$ cat src/rtl/core/lpmb_pkg.sv
package lpmb_pkg;

    localparam int STORE_BYTES_DEF  = 4096;
    localparam int HEADER_BYTES_DEF = 8;

    localparam int KIND_W   = 2;
    localparam int LEN_W    = 13;
    localparam int BYTE_W   = 8;
    localparam int STATUS_W = 2;

    localparam logic [KIND_W-1:0] KIND_START = 2'd0;
    localparam logic [KIND_W-1:0] KIND_BYTE  = 2'd1;
    localparam logic [KIND_W-1:0] KIND_READ  = 2'd2;

    localparam logic [STATUS_W-1:0] ST_OK         = 2'd0;
    localparam logic [STATUS_W-1:0] ST_NO_ROOM    = 2'd1;
    localparam logic [STATUS_W-1:0] ST_NONE_READY = 2'd2;
    localparam logic [STATUS_W-1:0] ST_ORDER      = 2'd3;

    typedef struct packed {
        logic [STATUS_W-1:0] status;
        logic [BYTE_W-1:0]   out_byte;
        logic                last_of_message;
        logic [LEN_W-1:0]    message_size;
    } t_result;

endpackage

$ cat src/rtl/core/lpmb_ctrl.sv
module lpmb_ctrl #(
    parameter int STORE_BYTES  = lpmb_pkg::STORE_BYTES_DEF,
    parameter int HEADER_BYTES = lpmb_pkg::HEADER_BYTES_DEF
) (
    input  logic                           i_clk,
    input  logic                           i_rst_n,
    input  logic                           i_in_valid,
    output logic                           o_in_stall,
    input  logic [lpmb_pkg::KIND_W-1:0]    i_kind,
    input  logic [lpmb_pkg::LEN_W-1:0]     i_msg_length,
    input  logic [lpmb_pkg::BYTE_W-1:0]    i_data_byte,
    output logic                           o_res_valid,
    input  logic                           i_res_take,
    output lpmb_pkg::t_result              o_res,
    output logic                           o_ram_we,
    output logic [$clog2(STORE_BYTES)-1:0] o_ram_addr,
    output logic [lpmb_pkg::BYTE_W-1:0]    o_ram_wdata,
    input  logic [lpmb_pkg::BYTE_W-1:0]    i_ram_rdata
);

    import lpmb_pkg::*;

    localparam int AW = $clog2(STORE_BYTES);
    localparam int PW = $clog2(STORE_BYTES + 1);
    localparam int SW = ((PW > LEN_W) ? PW : LEN_W) + 1;
    localparam int HW = $clog2(HEADER_BYTES);
    localparam int CW = $clog2(STORE_BYTES / HEADER_BYTES + 1);

    localparam logic [SW-1:0] STORE_S = SW'(STORE_BYTES);
    localparam logic [SW-1:0] HDR_S   = SW'(HEADER_BYTES);
    localparam logic [PW-1:0] HDR_P   = PW'(HEADER_BYTES);
    localparam logic [HW-1:0] HDR_TOP = HW'(HEADER_BYTES - 1);

    typedef enum logic [2:0] {
        S_IDLE,
        S_HDR_WR,
        S_HDR_RD0,
        S_HDR_RD1,
        S_PAY,
        S_RESULT
    } t_state;

    t_state            r_state, n_state;
    logic [PW-1:0]     r_wpos, n_wpos;
    logic [PW-1:0]     r_rpos, n_rpos;
    logic [CW-1:0]     r_ready, n_ready;
    logic [LEN_W-1:0]  r_wleft, n_wleft;
    logic              r_wopen, n_wopen;
    logic [LEN_W-1:0]  r_wlen, n_wlen;
    logic [AW-1:0]     r_waddr, n_waddr;
    logic [LEN_W-1:0]  r_rleft, n_rleft;
    logic [LEN_W-1:0]  r_rlen, n_rlen;
    logic [HW-1:0]     r_hdr_idx, n_hdr_idx;
    logic [AW-1:0]     r_hdr_base, n_hdr_base;
    logic [LEN_W-1:0]  r_hdr_len, n_hdr_len;
    logic [BYTE_W-1:0] r_b0, n_b0;
    t_result           r_res, n_res;

    logic              accept;
    logic              fin;
    logic [LEN_W-1:0]  hdr_len;

    assign accept      = i_in_valid && (r_state == S_IDLE);
    assign o_in_stall  = (r_state != S_IDLE);
    assign o_res_valid = (r_state == S_RESULT);
    assign o_res       = r_res;
    assign hdr_len     = {i_ram_rdata[LEN_W-BYTE_W-1:0], r_b0};

    always_comb begin
        n_state    = r_state;
        n_wpos     = r_wpos;
        n_rpos     = r_rpos;
        n_ready    = r_ready;
        n_wleft    = r_wleft;
        n_wopen    = r_wopen;
        n_wlen     = r_wlen;
        n_waddr    = r_waddr;
        n_rleft    = r_rleft;
        n_rlen     = r_rlen;
        n_hdr_idx  = r_hdr_idx;
        n_hdr_base = r_hdr_base;
        n_hdr_len  = r_hdr_len;
        n_b0       = r_b0;
        n_res      = r_res;
        fin        = 1'b0;
        o_ram_we    = 1'b0;
        o_ram_addr  = r_rpos[AW-1:0];
        o_ram_wdata = '0;

        case (r_state)
            S_IDLE: begin
                if (accept) begin
                    n_res        = '0;
                    n_res.status = ST_ORDER;
                    n_state      = S_RESULT;
                    case (i_kind)
                        KIND_START: begin
                            if (!r_wopen) begin
                                n_res.message_size = i_msg_length;
                                if (SW'(r_wpos) + HDR_S + SW'(i_msg_length) > STORE_S) begin
                                    n_res.status = ST_NO_ROOM;
                                end else begin
                                    n_res.status = ST_OK;
                                    n_hdr_base   = r_wpos[AW-1:0];
                                    n_hdr_len    = i_msg_length;
                                    n_hdr_idx    = '0;
                                    n_state      = S_HDR_WR;
                                    if (i_msg_length == '0) begin
                                        n_wpos  = r_wpos + HDR_P;
                                        n_ready = r_ready + CW'(1);
                                    end else begin
                                        n_wleft = i_msg_length;
                                        n_wlen  = i_msg_length;
                                        n_wopen = 1'b1;
                                        n_waddr = AW'(SW'(r_wpos) + HDR_S);
                                    end
                                end
                            end
                        end
                        KIND_BYTE: begin
                            if (r_wopen) begin
                                o_ram_we           = 1'b1;
                                o_ram_addr         = r_waddr;
                                o_ram_wdata        = i_data_byte;
                                n_waddr            = r_waddr + AW'(1);
                                n_wleft            = r_wleft - LEN_W'(1);
                                n_res.status       = ST_OK;
                                n_res.message_size = r_wlen;
                                // close the message on its final byte
                                if (r_wleft == LEN_W'(1)) begin
                                    n_wopen = 1'b0;
                                    n_wpos  = PW'(SW'(r_wpos) + HDR_S + SW'(r_wlen));
                                    n_ready = r_ready + CW'(1);
                                end
                            end
                        end
                        KIND_READ: begin
                            if (r_rleft == '0 && r_ready == '0) begin
                                n_res.status = ST_NONE_READY;
                            end else begin
                                n_res.status = ST_OK;
                                n_state = (r_rleft == '0) ? S_HDR_RD0 : S_PAY;
                            end
                        end
                        default: ;
                    endcase
                end
            end
            S_HDR_WR: begin
                o_ram_we   = 1'b1;
                o_ram_addr = r_hdr_base + AW'(r_hdr_idx);
                if (r_hdr_idx == '0) begin
                    o_ram_wdata = r_hdr_len[BYTE_W-1:0];
                end else if (r_hdr_idx == HW'(1)) begin
                    o_ram_wdata = BYTE_W'(r_hdr_len >> BYTE_W);
                end
                n_hdr_idx = r_hdr_idx + HW'(1);
                if (r_hdr_idx == HDR_TOP) begin
                    n_state = S_RESULT;
                end
            end
            S_HDR_RD0: begin
                o_ram_addr = r_rpos[AW-1:0] + AW'(1);
                n_b0       = i_ram_rdata;
                n_state    = S_HDR_RD1;
            end
            S_HDR_RD1: begin
                n_rlen             = hdr_len;
                n_rpos             = r_rpos + HDR_P;
                n_res.message_size = hdr_len;
                if (hdr_len == '0) begin
                    n_res.last_of_message = 1'b1;
                    fin     = 1'b1;
                    n_state = S_RESULT;
                end else begin
                    n_rleft    = hdr_len;
                    o_ram_addr = AW'(r_rpos + HDR_P);
                    n_state    = S_PAY;
                end
            end
            S_PAY: begin
                n_res.out_byte     = i_ram_rdata;
                n_res.message_size = r_rlen;
                n_rpos             = r_rpos + PW'(1);
                n_rleft            = r_rleft - LEN_W'(1);
                if (r_rleft == LEN_W'(1)) begin
                    n_res.last_of_message = 1'b1;
                    fin = 1'b1;
                end
                n_state = S_RESULT;
            end
            S_RESULT: begin
                if (i_res_take) begin
                    n_state = S_IDLE;
                end
            end
            default: n_state = S_IDLE;
        endcase

        // message fully read: retire it, rewind the store once empty and no write is open
        if (fin) begin
            if (r_ready != '0) begin
                n_ready = r_ready - CW'(1);
            end
            if (n_ready == '0 && !r_wopen) begin
                n_rpos = '0;
                n_wpos = '0;
            end
        end
    end

    always_ff @(posedge i_clk) begin
        if (!i_rst_n) begin
            r_state <= S_IDLE;
            r_wpos  <= '0;
            r_rpos  <= '0;
            r_ready <= '0;
            r_wleft <= '0;
            r_wopen <= 1'b0;
            r_rleft <= '0;
            r_rlen  <= '0;
        end else begin
            r_state <= n_state;
            r_wpos  <= n_wpos;
            r_rpos  <= n_rpos;
            r_ready <= n_ready;
            r_wleft <= n_wleft;
            r_wopen <= n_wopen;
            r_rleft <= n_rleft;
            r_rlen  <= n_rlen;
        end
        r_wlen     <= n_wlen;
        r_waddr    <= n_waddr;
        r_hdr_idx  <= n_hdr_idx;
        r_hdr_base <= n_hdr_base;
        r_hdr_len  <= n_hdr_len;
        r_b0       <= n_b0;
        r_res      <= n_res;
    end

endmodule

$ cat config.mk
export PLATFORM = sky130hd
export DESIGN_NAME = lpmb_ctrl
export DESIGN_NICKNAME = d
export VERILOG_FILES = /design/src/rtl/core/lpmb_pkg.sv /design/src/rtl/core/lpmb_ctrl.sv
export SDC_FILE = /design/constraint.sdc
export NUM_CORES = 1
export LEC_CHECK = 0
export BUFFER_PORTS_ARGS = -buffer_cell sky130_fd_sc_hd__buf_2
export CAP_MARGIN = 40
export CORE_MARGIN = 3
export CORE_UTILIZATION = 40
export DETAILED_ROUTE_END_ITERATION = 12
export PLACE_DENSITY = 0.68
export SYNTH_ARGS = -nofsm -noshare
export SYNTH_HDL_FRONTEND = slang
export SYNTH_SLANG_ARGS = --single-unit
$ cat constraint.sdc
create_clock -name i_clk -period 10.15 [get_ports i_clk]
set_input_delay 0.5075 -clock i_clk [delete_from_list [all_inputs] [get_ports i_clk]]
set_output_delay 0.5075 -clock i_clk [all_outputs]
set_load 0.02 [all_outputs]
; ---- Word-level counts from Yosys, hierarchy flattened
; Index checks and enable logic that the tools add are counted.
[classes]
add_sub_neg = 14
n_bitwise = 3
order_cmp = 1
mux = 88
n_eq_ne = 24
reduce_logical = 30
[ops]
columns = op, n
row1 = 13-bit 2-to-1 mux, 18
row2 = 13-bit one-hot mux with 2 select lines, 5
row3 = 10-bit 2-to-1 mux, 10
row4 = 12-bit 2-to-1 mux, 8
row5 = 12-bit one-hot mux with 4 select lines, 1
row6 = 14-bit one-hot mux with 3 select lines, 1
row7 = 13-bit zero test, 3
row8 = 3-bit 2-to-1 mux, 11
row9 = 8-bit 2-to-1 mux, 4
row10 = 8-bit one-hot mux with 2 select lines, 2
row11 = "13-bit by 4-bit adder with 13-bit output, second input constant", 2
row12 = "13-bit by 1-bit equality test with 1-bit output, second input constant", 2
row13 = "13-bit by 1-bit subtractor with 13-bit output, second input constant", 2
row14 = "12-bit by 1-bit adder with 12-bit output, second input constant", 2
row15 = 12-bit one-hot mux with 2 select lines, 1
row16 = 22-bit 2-to-1 mux, 1
row17 = "2-bit inequality test, second input constant", 11
row18 = 10-bit zero test, 2
row19 = 10-bit one-hot mux with 2 select lines, 1
row20 = 3-bit one-hot mux with 6 select lines, 1
row21 = "13-bit by 4-bit adder with 14-bit output, second input constant", 1
row22 = 14-bit by 13-bit adder with 14-bit output, 1
row23 = "14-bit by 13-bit greater-than comparator with 1-bit output, second input constant", 1
row24 = 1-bit 2-to-1 mux, 14
row25 = 31 further kinds, 55
[word_totals]
input_bits = 35
regBits = 164
output_inout_bits = 47

; ---- Longest topological paths before layout
; Gate-level depths: netlist of the first run.
[logic_depth]
depth_word = 14
ltp_mapped = 18
mapped_depth_nobuf = 17

; ---- Worst setup path after synthesis of the first run
; OpenSTA, ideal clock, no wires.
[synth_timing]
path_kind = register -> register
startpoint = register r_wpos[3]
endpoint = register r_hdr_base[0], enable pin
stages_incl_launch_ff = 16
path_slack_ns = 5.019
path_buffers = 2
period_less_slack_ns = 5.131
setup_ns = 0.407
arrival_time_ns = 4.724
cell_sequence = dfxtp_1 -> ha_1 -> and3_1 -> nand3_1 -> xnor2_1 -> ha_1 -> clkbuf_1 -> or2_2 -> a2111oi_0 -> nand4_1 -> nor4_1 -> nand4_1 -> a2111oi_4 -> clkbuf_1 -> nand2_1 -> nor2_1
[synth_between]
elab_chain_cells = 5
[synth_lines]
columns = element, line
row1 = start: declaration, lpmb_ctrl.sv:44  ; logic [PW-1:0] r_wpos, n_wpos;
row2 = start signal: assignment, lpmb_ctrl.sv:224  ; r_wpos <= n_wpos;
row3 = 13-bit by 4-bit adder with 14-bit output, -
row4 = 14-bit by 13-bit adder with 14-bit output, lpmb_ctrl.sv:100  ; if (SW'(r_wpos) + HDR_S + SW'(i_msg_length) > STORE_S) begin
row5 = 14-bit by 13-bit greater-than comparator with 1-bit output, lpmb_ctrl.sv:100
row6 = 1-bit inverter (no source line), -
row7 = 5-bit AND reduction (no source line), -
row8 = end signal: assignment, lpmb_ctrl.sv:235  ; r_hdr_base <= n_hdr_base;
row9 = end: declaration, lpmb_ctrl.sv:54  ; logic [AW-1:0] r_hdr_base, n_hdr_base;
; No other way between the ends.
; A chain may end at the register's enable or synchronous reset.

; ---- Worst setup path in the final report of the first run
[layout_timing]
startpoint = register r_wpos[4]
endpoint = register r_rpos[2]
[layout_between]
elab_chain_cells = 14
[layout_lines]
columns = element, line
row1 = 13-bit by 4-bit adder with 14-bit output, -
row2 = 14-bit by 13-bit adder with 14-bit output, lpmb_ctrl.sv:100
row3 = 14-bit by 13-bit greater-than comparator with 1-bit output, lpmb_ctrl.sv:100
row4 = 10-bit 2-to-1 mux, lpmb_ctrl.sv:100
row5 = 10-bit 2-to-1 mux, lpmb_ctrl.sv:98  ; if (!r_wopen) begin
row6 = 10-bit one-hot mux with 2 select lines, lpmb_ctrl.sv:96  ; case (i_kind)
row7 = 10-bit 2-to-1 mux, lpmb_ctrl.sv:92  ; if (accept) begin
row8 = 10-bit 2-to-1 mux, lpmb_ctrl.sv:90  ; case (r_state)
row9 = 10-bit 2-to-1 mux, lpmb_ctrl.sv:202  ; if (r_ready != '0) begin
row10 = 10-bit 2-to-1 mux, lpmb_ctrl.sv:201  ; if (fin) begin
row11 = 10-bit zero test, lpmb_ctrl.sv:205  ; if (n_ready == '0 && !r_wopen) begin
row12 = 1-bit logical AND, lpmb_ctrl.sv:205
row13 = 13-bit 2-to-1 mux, lpmb_ctrl.sv:205
row14 = 13-bit 2-to-1 mux, lpmb_ctrl.sv:201
row15 = end signal: assignment, lpmb_ctrl.sv:225  ; r_rpos <= n_rpos;
row16 = end: declaration, lpmb_ctrl.sv:45  ; logic [PW-1:0] r_rpos, n_rpos;
; No other way between the ends. The select of a mux whose other input is x is not followed.

==> results of run 1 <==
-- flip-flops by register name (all words and copies together), names as in the netlist --
register,cells
r_ready,10
r_wpos,13
r_hdr_idx,3
r_waddr,12
r_wleft,13
r_wlen,13
r_wopen,1
r_rlen,13
r_state,3
r_hdr_base,12
r_rpos,12
r_hdr_len,13
o_res,24
r_rleft,13
r_b0,8
-- layout make-up --
class,instances,area (µm²),share of cell area [%]
Multi-Input combinational cell,948,5844,50.15
Sequential cell,163,4114,35.30
Timing Repair Buffer,101,571.8,4.906
Clock buffer,19,454.2,3.897
Tap cell,330,412.9,3.543
Inverter,35,131.4,1.127
Clock inverter,13,126.4,1.084
-- kinds of logic (layout without fill, tap and decap cells) --
| kind of cell | after synthesis | in the layout | synth area share (%) |
|---|---|---|---|
| AND/OR/NAND/NOR | 467 | 467 | 21.42 |
| AO/OA/AOI/OAI | 368 | 368 | 23.29 |
| flip-flops | 163 | 163 | 39.80 |
| buffers and inverters | 103 | 168 | 3.970 |
| XOR/XNOR | 61 | 61 | 5.168 |
| adder cells (fa/ha/maj) | 45 | 45 | 5.664 |
| multiplexers | 7 | 7 | 0.6899 |
-- through the flow --
step | util, % | setup WS [ps] | cells
2_1_floorplan | - | 5019 | 1214
3_3_place_gp | 43.51 | 4732 | 1572
3_5_place_dp | 43.73 | 4786 | 1577
4_1_cts | 46.02 | 4767 | 1609
5_1_grt | 46.02 | 4239 | 1609
6_report | 46.02 | 4673 | 1609
-- layer usage --
layer	wire length [µm]	vias to the layer above	track usage, %
met5	0	-	0
met4	646	0	5.667
met3	2779	43	4.439
met2	14860	488	36.31
met1	14010	4732	32.11
li1	-	4639	-
-- worst max-delay path, delay by kind of cell, from the launching register on --
kind | cells | cell delay [ps]
flip-flops | 1 | 410
adder cells (fa/ha/maj) | 2 | 710
AND/OR/NAND/NOR | 8 | 1640
multiplexers | 1 | 170
buffers and inverters | 2 | 510
XOR/XNOR | 1 | 330
AO/OA/AOI/OAI | 3 | 1580
-- power by group --
part           leakage (nW)  total [mW]  internal, mW  switching (mW)
Clock                 0.287       0.654         0.342           0.312
Combinational          2.72       0.319         0.103           0.216
Sequential             1.43       0.747         0.725          0.0219
Total                  4.43        1.72          1.17           0.550
-- Yosys cell counts, types with 14 or more instances --
cell type	number	area [µm²]
sky130_fd_sc_hd__or3_1	15	93.84
sky130_fd_sc_hd__o211ai_1	17	127.6
sky130_fd_sc_hd__nor2_1	106	397.9
sky130_fd_sc_hd__xnor2_1	31	271.5
sky130_fd_sc_hd__nor4_1	21	131.4
sky130_fd_sc_hd__inv_1	33	123.9
sky130_fd_sc_hd__and3_1	29	181.4
sky130_fd_sc_hd__o21ai_0	69	345.3
sky130_fd_sc_hd__a21oi_1	120	600.6
sky130_fd_sc_hd__ha_1	42	525.5
sky130_fd_sc_hd__nor2b_1	14	87.58
sky130_fd_sc_hd__xor2_1	30	262.8
sky130_fd_sc_hd__dfxtp_1	78	1562
sky130_fd_sc_hd__nand2_1	153	574.3
sky130_fd_sc_hd__a22oi_1	16	120.1
sky130_fd_sc_hd__edfxtp_1	85	2552
sky130_fd_sc_hd__a31oi_1	23	143.9
sky130_fd_sc_hd__nand3_1	45	225.2
sky130_fd_sc_hd__clkbuf_1	60	225.2
sky130_fd_sc_hd__nor3_1	30	150.1
-- worst paths after layout --
path	from	end	slack [ps]
min reg2reg	r_rlen[6]$_SDFFE_PN0P_	r_rlen[6]$_SDFFE_PN0P_	460
max	r_wpos[4]$_SDFF_PN0_	r_rpos[2]$_SDFF_PN0_	4670
min	i_ram_rdata[5]	r_b0[5]$_DFFE_PP_	270
max reg2reg	r_wpos[4]$_SDFF_PN0_	r_rpos[2]$_SDFF_PN0_	4670
==> results.json, run 1 <==
{
  "run_status": "finished, final reports clean",
  "synth-edff-count": 85,
  "worst_hold_path_type": "input port to flop",
  "async_flop_share_pct": 0,
  "timing_max_transition_violations_final": 0,
  "clock-root-buffer": "sky130_fd_sc_hd__clkbuf_16",
  "grt_first_pass_wirelength_um": 51030,
  "die_height_um": 166.8,
  "vdd_ir_drop_max_mv": 0.1146,
  "clock_insertion_delay_worst_skew_ps": 440,
  "synth_flop_cell": "sky130_fd_sc_hd__edfxtp_1",
  "holdWs_ps": 272.2,
  "critical_path_arrival_ps": 5810,
  "routed-via-count": 9902,
  "number_of_global_route_vias_before_repair": 8908,
  "setup_viol_count_final": 0,
  "drt-vias-per-instance": 6.154,
  "dpl-instance-area_um2": 11070,
  "drt_iter0_markers": 1413,
  "rows": 58,
  "worst-slew-pin-transition_ps": 904.6,
  "start_kind": "flop",
  "cts.htree.levels": 4,
  "wire_per_inst_um": 20.08,
  "reg2reg_depth": 17,
  "ys_types": 71,
  "overall_power_mw": 1.720,
  "fp.coreArea_um2": 25330,
  "grt_start_max_net_pins": 44,
  "cp_data_required_time_ps": 10480,
  "start_util_pct": 40.82,
  "drtAntennaViolNets": 0,
  "synth_seq_area_share_pct": 39.80,
  "crit_chain": "ha_1 > and3_1 > nand3_1 > xnor2_1 > ha_1 > or2_2 > a2111oi_0 > nand4_1 > nor4_1 > nand4_1 > a2111oi_4 > buf_4 > and2_1 > mux2i_1 > o31ai_4 > buf_8 > nor2_1",
  "cts_hold_buf": 0,
  "cts_num_sinks": 163,
  "layout.cell_area.non_filler_um2": 11650,
  "ys_ff_latch": 163,
  "kind_of_capture_point_of_the_worst_setup_path": "flop",
  "post-route-drc-count": 0,
  "power.density_cell_area_nw_per_um2": 147.6,
  "unrepaired_setup_endpoints_after_global_routing": "no",
  "min_delay_path_depth": 1,
  "clkSlewWorstSetupHoldPaths_ps": 70,
  "final.min_clock_period_ps": 5477,
  "detailedRoute.firstPassIterationCount": 8,
  "cellLeakagePower_nw": 4.432,
  "maxClockFrequency_ghz": 0.1826,
  "fin_skew_ps": 14.64,
  "synth_cells": 1214,
  "min_period_over_period_pct": 53.96,
  "post_cts_buffers": 0,
  "design.final.nets": 1346,
  "slowest_cell_on_crit_path": "sky130_fd_sc_hd__o31ai_4",
  "fillCellCount": 2438,
  "final_common_cell": "sky130_fd_sc_hd__nand2_1",
  "overflow": 0,
  "fin_tns_setup_ps": 0,
  "clock_path_buffers": 2,
  "diodes": 0,
  "drive_gt1_share_pct": 12.35,
  "antenna_found_initial": 0,
  "globalRouteTotalUtil_pct": 22.81,
  "num_io_pins": 82,
  "cap_violations": 0,
  "syn_area_per_cell_um2": 8.515,
  "dp.final_hpwl_um": 23700,
  "cp_slowest_stage_delay_ps": 650,
  "drt_wl_total_um": 32300,
  "kind_of_critical_path": "flop to flop",
  "post_cts_resized": 0,
  "timing.max_slew.rel_slack_pct": 39.56,
  "yosys_warnings": 0,
  "hold_violations": 0,
  "die-width_um": 166.8,
  "layout_common_cells": "sky130_fd_sc_hd__nand2_1, sky130_fd_sc_hd__a21oi_1, sky130_fd_sc_hd__nor2_1, sky130_fd_sc_hd__edfxtp_1, sky130_fd_sc_hd__buf_2",
  "syn-num-nets": 1294,
  "clock_buffers_created_by_tritoncts": 17,
  "place_congestion": 0.9098,
  "critPathMaxFanout": 16,
  "die_area_um2": 27810,
  "place.port_buffers": 81,
  "post_synth_instance_area_um2": 10340,
  "area_growth_syn_to_layout_pct": 12.74,
  "cts_tree": "yes"
}
Power figures use the tool's default switching activity.
==> inputs of run 2 (changes only) <==
==> constraint.sdc (replaced) <==
create_clock -name i_clk -period 5.47 [get_ports i_clk]
set_input_delay 0.2735 -clock i_clk [delete_from_list [all_inputs] [get_ports i_clk]]
set_output_delay 0.2735 -clock i_clk [all_outputs]
set_load 0.02 [all_outputs]
==> run 2 against run 1 <==
Cell area increased by 1.3%. Critical path depth did not move. Utilization rose by 0.61 points. Largest cell class unchanged. Clock-buffer cell count shrank 2. Via count down 0.16%. Routed wire length is 1.1% higher. Sequential power rose by 86%. Total power rose by 88%. Die area unchanged. Global-route usage grew 0.15 points. Worst hold slack worse by 240 ps.
==> results.json, run 2 (same netlist as run 1, synthesis figures left out) <==
{
  "run_status": "finished, final reports clean",
  "combPwrFrac_pct": 18.3,
  "fin_tns_setup_ps": 0,
  "clock-root-buffer": "sky130_fd_sc_hd__clkbuf_16",
  "timing.max_slew.rel_slack_pct": 46.95,
  "power.share.switching_pct": 31.84,
  "critPathMaxFanout": 20,
  "total_switching_power_mw": 1.030,
  "cpLargestDelayFamily": "compound AO/OA/AOI/OAI gates",
  "kind_of_critical_path": "flop to flop",
  "grt_start_max_net_pins": 44,
  "cts_tree": "yes",
  "timing_max_transition_violations_final": 0,
  "worst-path-buf-inv": 2,
  "unrepaired_setup_endpoints_after_global_routing": "no",
  "hold_violations": 0,
  "cp_slowest_stage_delay_ps": 560,
  "diodes": 0,
  "die_height_um": 166.8,
  "post-route-drc-count": 0,
  "seq_power_share_pct": 42.9,
  "cp_data_required_time_ps": 5760,
  "power_frac_clock_pct": 38.9,
  "area_growth_syn_to_layout_pct": 14.25,
  "cellLeakagePower_nw": 4.523,
  "dp_cells": 1589,
  "worst_hold_path_type": "input port to flop",
  "cts_num_sinks": 163,
  "clock_path_buffers": 2,
  "die-width_um": 166.8,
  "setup_viol_count_final": 0,
  "stdcell_count": 1623,
  "start_kind": "flop",
  "drive_gt1_share_pct": 13.30,
  "cts.htree.levels": 4,
  "place.port_buffers": 81,
  "layout_common_cells": "sky130_fd_sc_hd__nand2_1, sky130_fd_sc_hd__a21oi_1, sky130_fd_sc_hd__nor2_1, sky130_fd_sc_hd__edfxtp_1, sky130_fd_sc_hd__buf_2",
  "largest_register_ffs": 24,
  "number_of_global_route_vias_before_repair": 9103,
  "drt_wl_total_um": 32650,
  "design.final.nets": 1360,
  "drt_iter0_markers": 1216,
  "final_common_cell": "sky130_fd_sc_hd__nand2_1",
  "layout.cell_area.non_filler_um2": 11810,
  "critical_path_arrival_ps": 5340,
  "clock_buffers_created_by_tritoncts": 17,
  "globalRouteTotalUtil_pct": 22.95,
  "overflow": 0,
  "num_io_pins": 82,
  "die_area_um2": 27810,
  "start_util_pct": 40.82,
  "rows": 58,
  "wire_per_inst_um": 20.12,
  "worst-slew-pin-transition_ps": 793.8,
  "power.density_cell_area_nw_per_um2": 273.8,
  "drt-vias-per-instance": 6.091,
  "fillCellCount": 2428,
  "place_congestion": 0.9429,
  "maxClockFrequency_ghz": 0.1981,
  "cap_violations": 0,
  "slowest_cell_on_crit_path": "sky130_fd_sc_hd__a2111oi_0",
  "post_cts_resized": 0,
  "clkSlewWorstSetupHoldPaths_ps": 70,
  "drtAntennaViolNets": 0,
  "crit_chain": "ha_1 > and3_1 > nand3_1 > xnor2_1 > ha_1 > or2_2 > a2111oi_0 > nand4_1 > nor4_1 > nand4_1 > a2111oi_4 > buf_4 > a32oi_1 > a21boi_0 > o31ai_4 > buf_12 > a211oi_1",
  "cellInternalPower_mw": 2.204,
  "grt_first_pass_wirelength_um": 51540,
  "dp.final_hpwl_um": 23920,
  "fp.coreArea_um2": 25330,
  "detailedRoute.firstPassIterationCount": 6,
  "vdd_ir_drop_max_mv": 0.2459,
  "kind_of_capture_point_of_the_worst_setup_path": "flop",
  "clock_insertion_delay_worst_skew_ps": 440,
  "antenna_found_initial": 0,
  "fin_skew_ps": 14.13,
  "routed-via-count": 9886,
  "dpl-instance-area_um2": 11170,
  "min_period_over_period_pct": 92.28,
  "final.min_clock_period_ps": 5047
}
## run 2: cell types whose count changed in the layout (fill, tap and decap cells not counted), moves of 2 or more
cell / previous run / this run
sky130_fd_sc_hd__buf_12: 0 / 2
sky130_fd_sc_hd__buf_4: 16 / 30
sky130_fd_sc_hd__clkinv_8: 1 / 5
sky130_fd_sc_hd__inv_8: 5 / 3
## run 2: cell type report
cell class | instances | area (µm²) | share of cell area [%]
flip-flops and latches | 163 | 4114 | 34.83
clock inverters | 15 | 197.7 | 1.674
multi-input cells | 948 | 5838 | 49.43
well taps | 330 | 412.9 | 3.496
repair buffers | 115 | 690.7 | 5.848
clock buffers | 17 | 425.4 | 3.602
inverters | 35 | 131.4 | 1.112
## run 2: through the flow
stage / hold slack (ps) / util (%) / power [mW] / setup WS (ps)
3_5_place_dp: 447.0 / 44.11 / 1.993 / 332.5
5_1_grt: 24.42 / 46.63 / 3.363 / 162.3
4_1_cts: 20.34 / 46.57 / 3.238 / 308.8
6_report: 27.25 / 46.63 / 3.234 / 422.5
3_3_place_gp: 441.6 / 44.00 / 1.982 / 490.7
2_1_floorplan: 372.4 / - / 1.798 / 339.4
## run 2: what timing repair did
item | in CTS | in global routing
setup endpoints to repair | 0 | 32
hold buffers | 0 | 0
buffers inserted | 0 | 2
## run 2: power by group through the flow
stage	Clock, mW	Sequential [mW]	Combinational (mW)
3_3_place_gp	0	1.41	0.571
2_1_floorplan	0	1.43	0.369
4_1_cts	1.27	1.39	0.582
3_5_place_dp	0	1.41	0.579
6_report	1.26	1.39	0.590
5_1_grt	1.32	1.39	0.647
## run 2: worst register-to-register path: cells and delay by family (launching register included)
family / cells / cell delay, ps
AO/OA/AOI/OAI: 6 / 1730
AND/OR/NAND/NOR: 6 / 1310
adder cells (fa/ha/maj): 2 / 690
buffers and inverters: 2 / 430
flip-flops: 1 / 410
XOR/XNOR: 1 / 340
## run 2: final timing paths
| kind | slack [ps] | end | cells past startpoint | start |
|---|---|---|---|---|
| max | 420 | r_wpos[5]$_SDFF_PN0_ | 17 | r_wpos[4]$_SDFF_PN0_ |
| min | 30 | r_b0[5]$_DFFE_PP_ | 1 | i_ram_rdata[5] |
| max reg2reg | 420 | r_wpos[5]$_SDFF_PN0_ | 17 | r_wpos[4]$_SDFF_PN0_ |
| min reg2reg | 460 | r_rlen[8]$_SDFFE_PN0P_ | 2 | r_rlen[8]$_SDFFE_PN0P_ |
## run 2: metal layers
layer | up-vias | GRT usage, % | share of wire (%)
met2 | 446 | 36.61 | 46
met4 | 0 | 6.133 | 1.9
met3 | 49 | 3.916 | 7.7
li1 | 4657 | - | -
met5 | - | 0 | 0
met1 | 4734 | 32.42 | 44
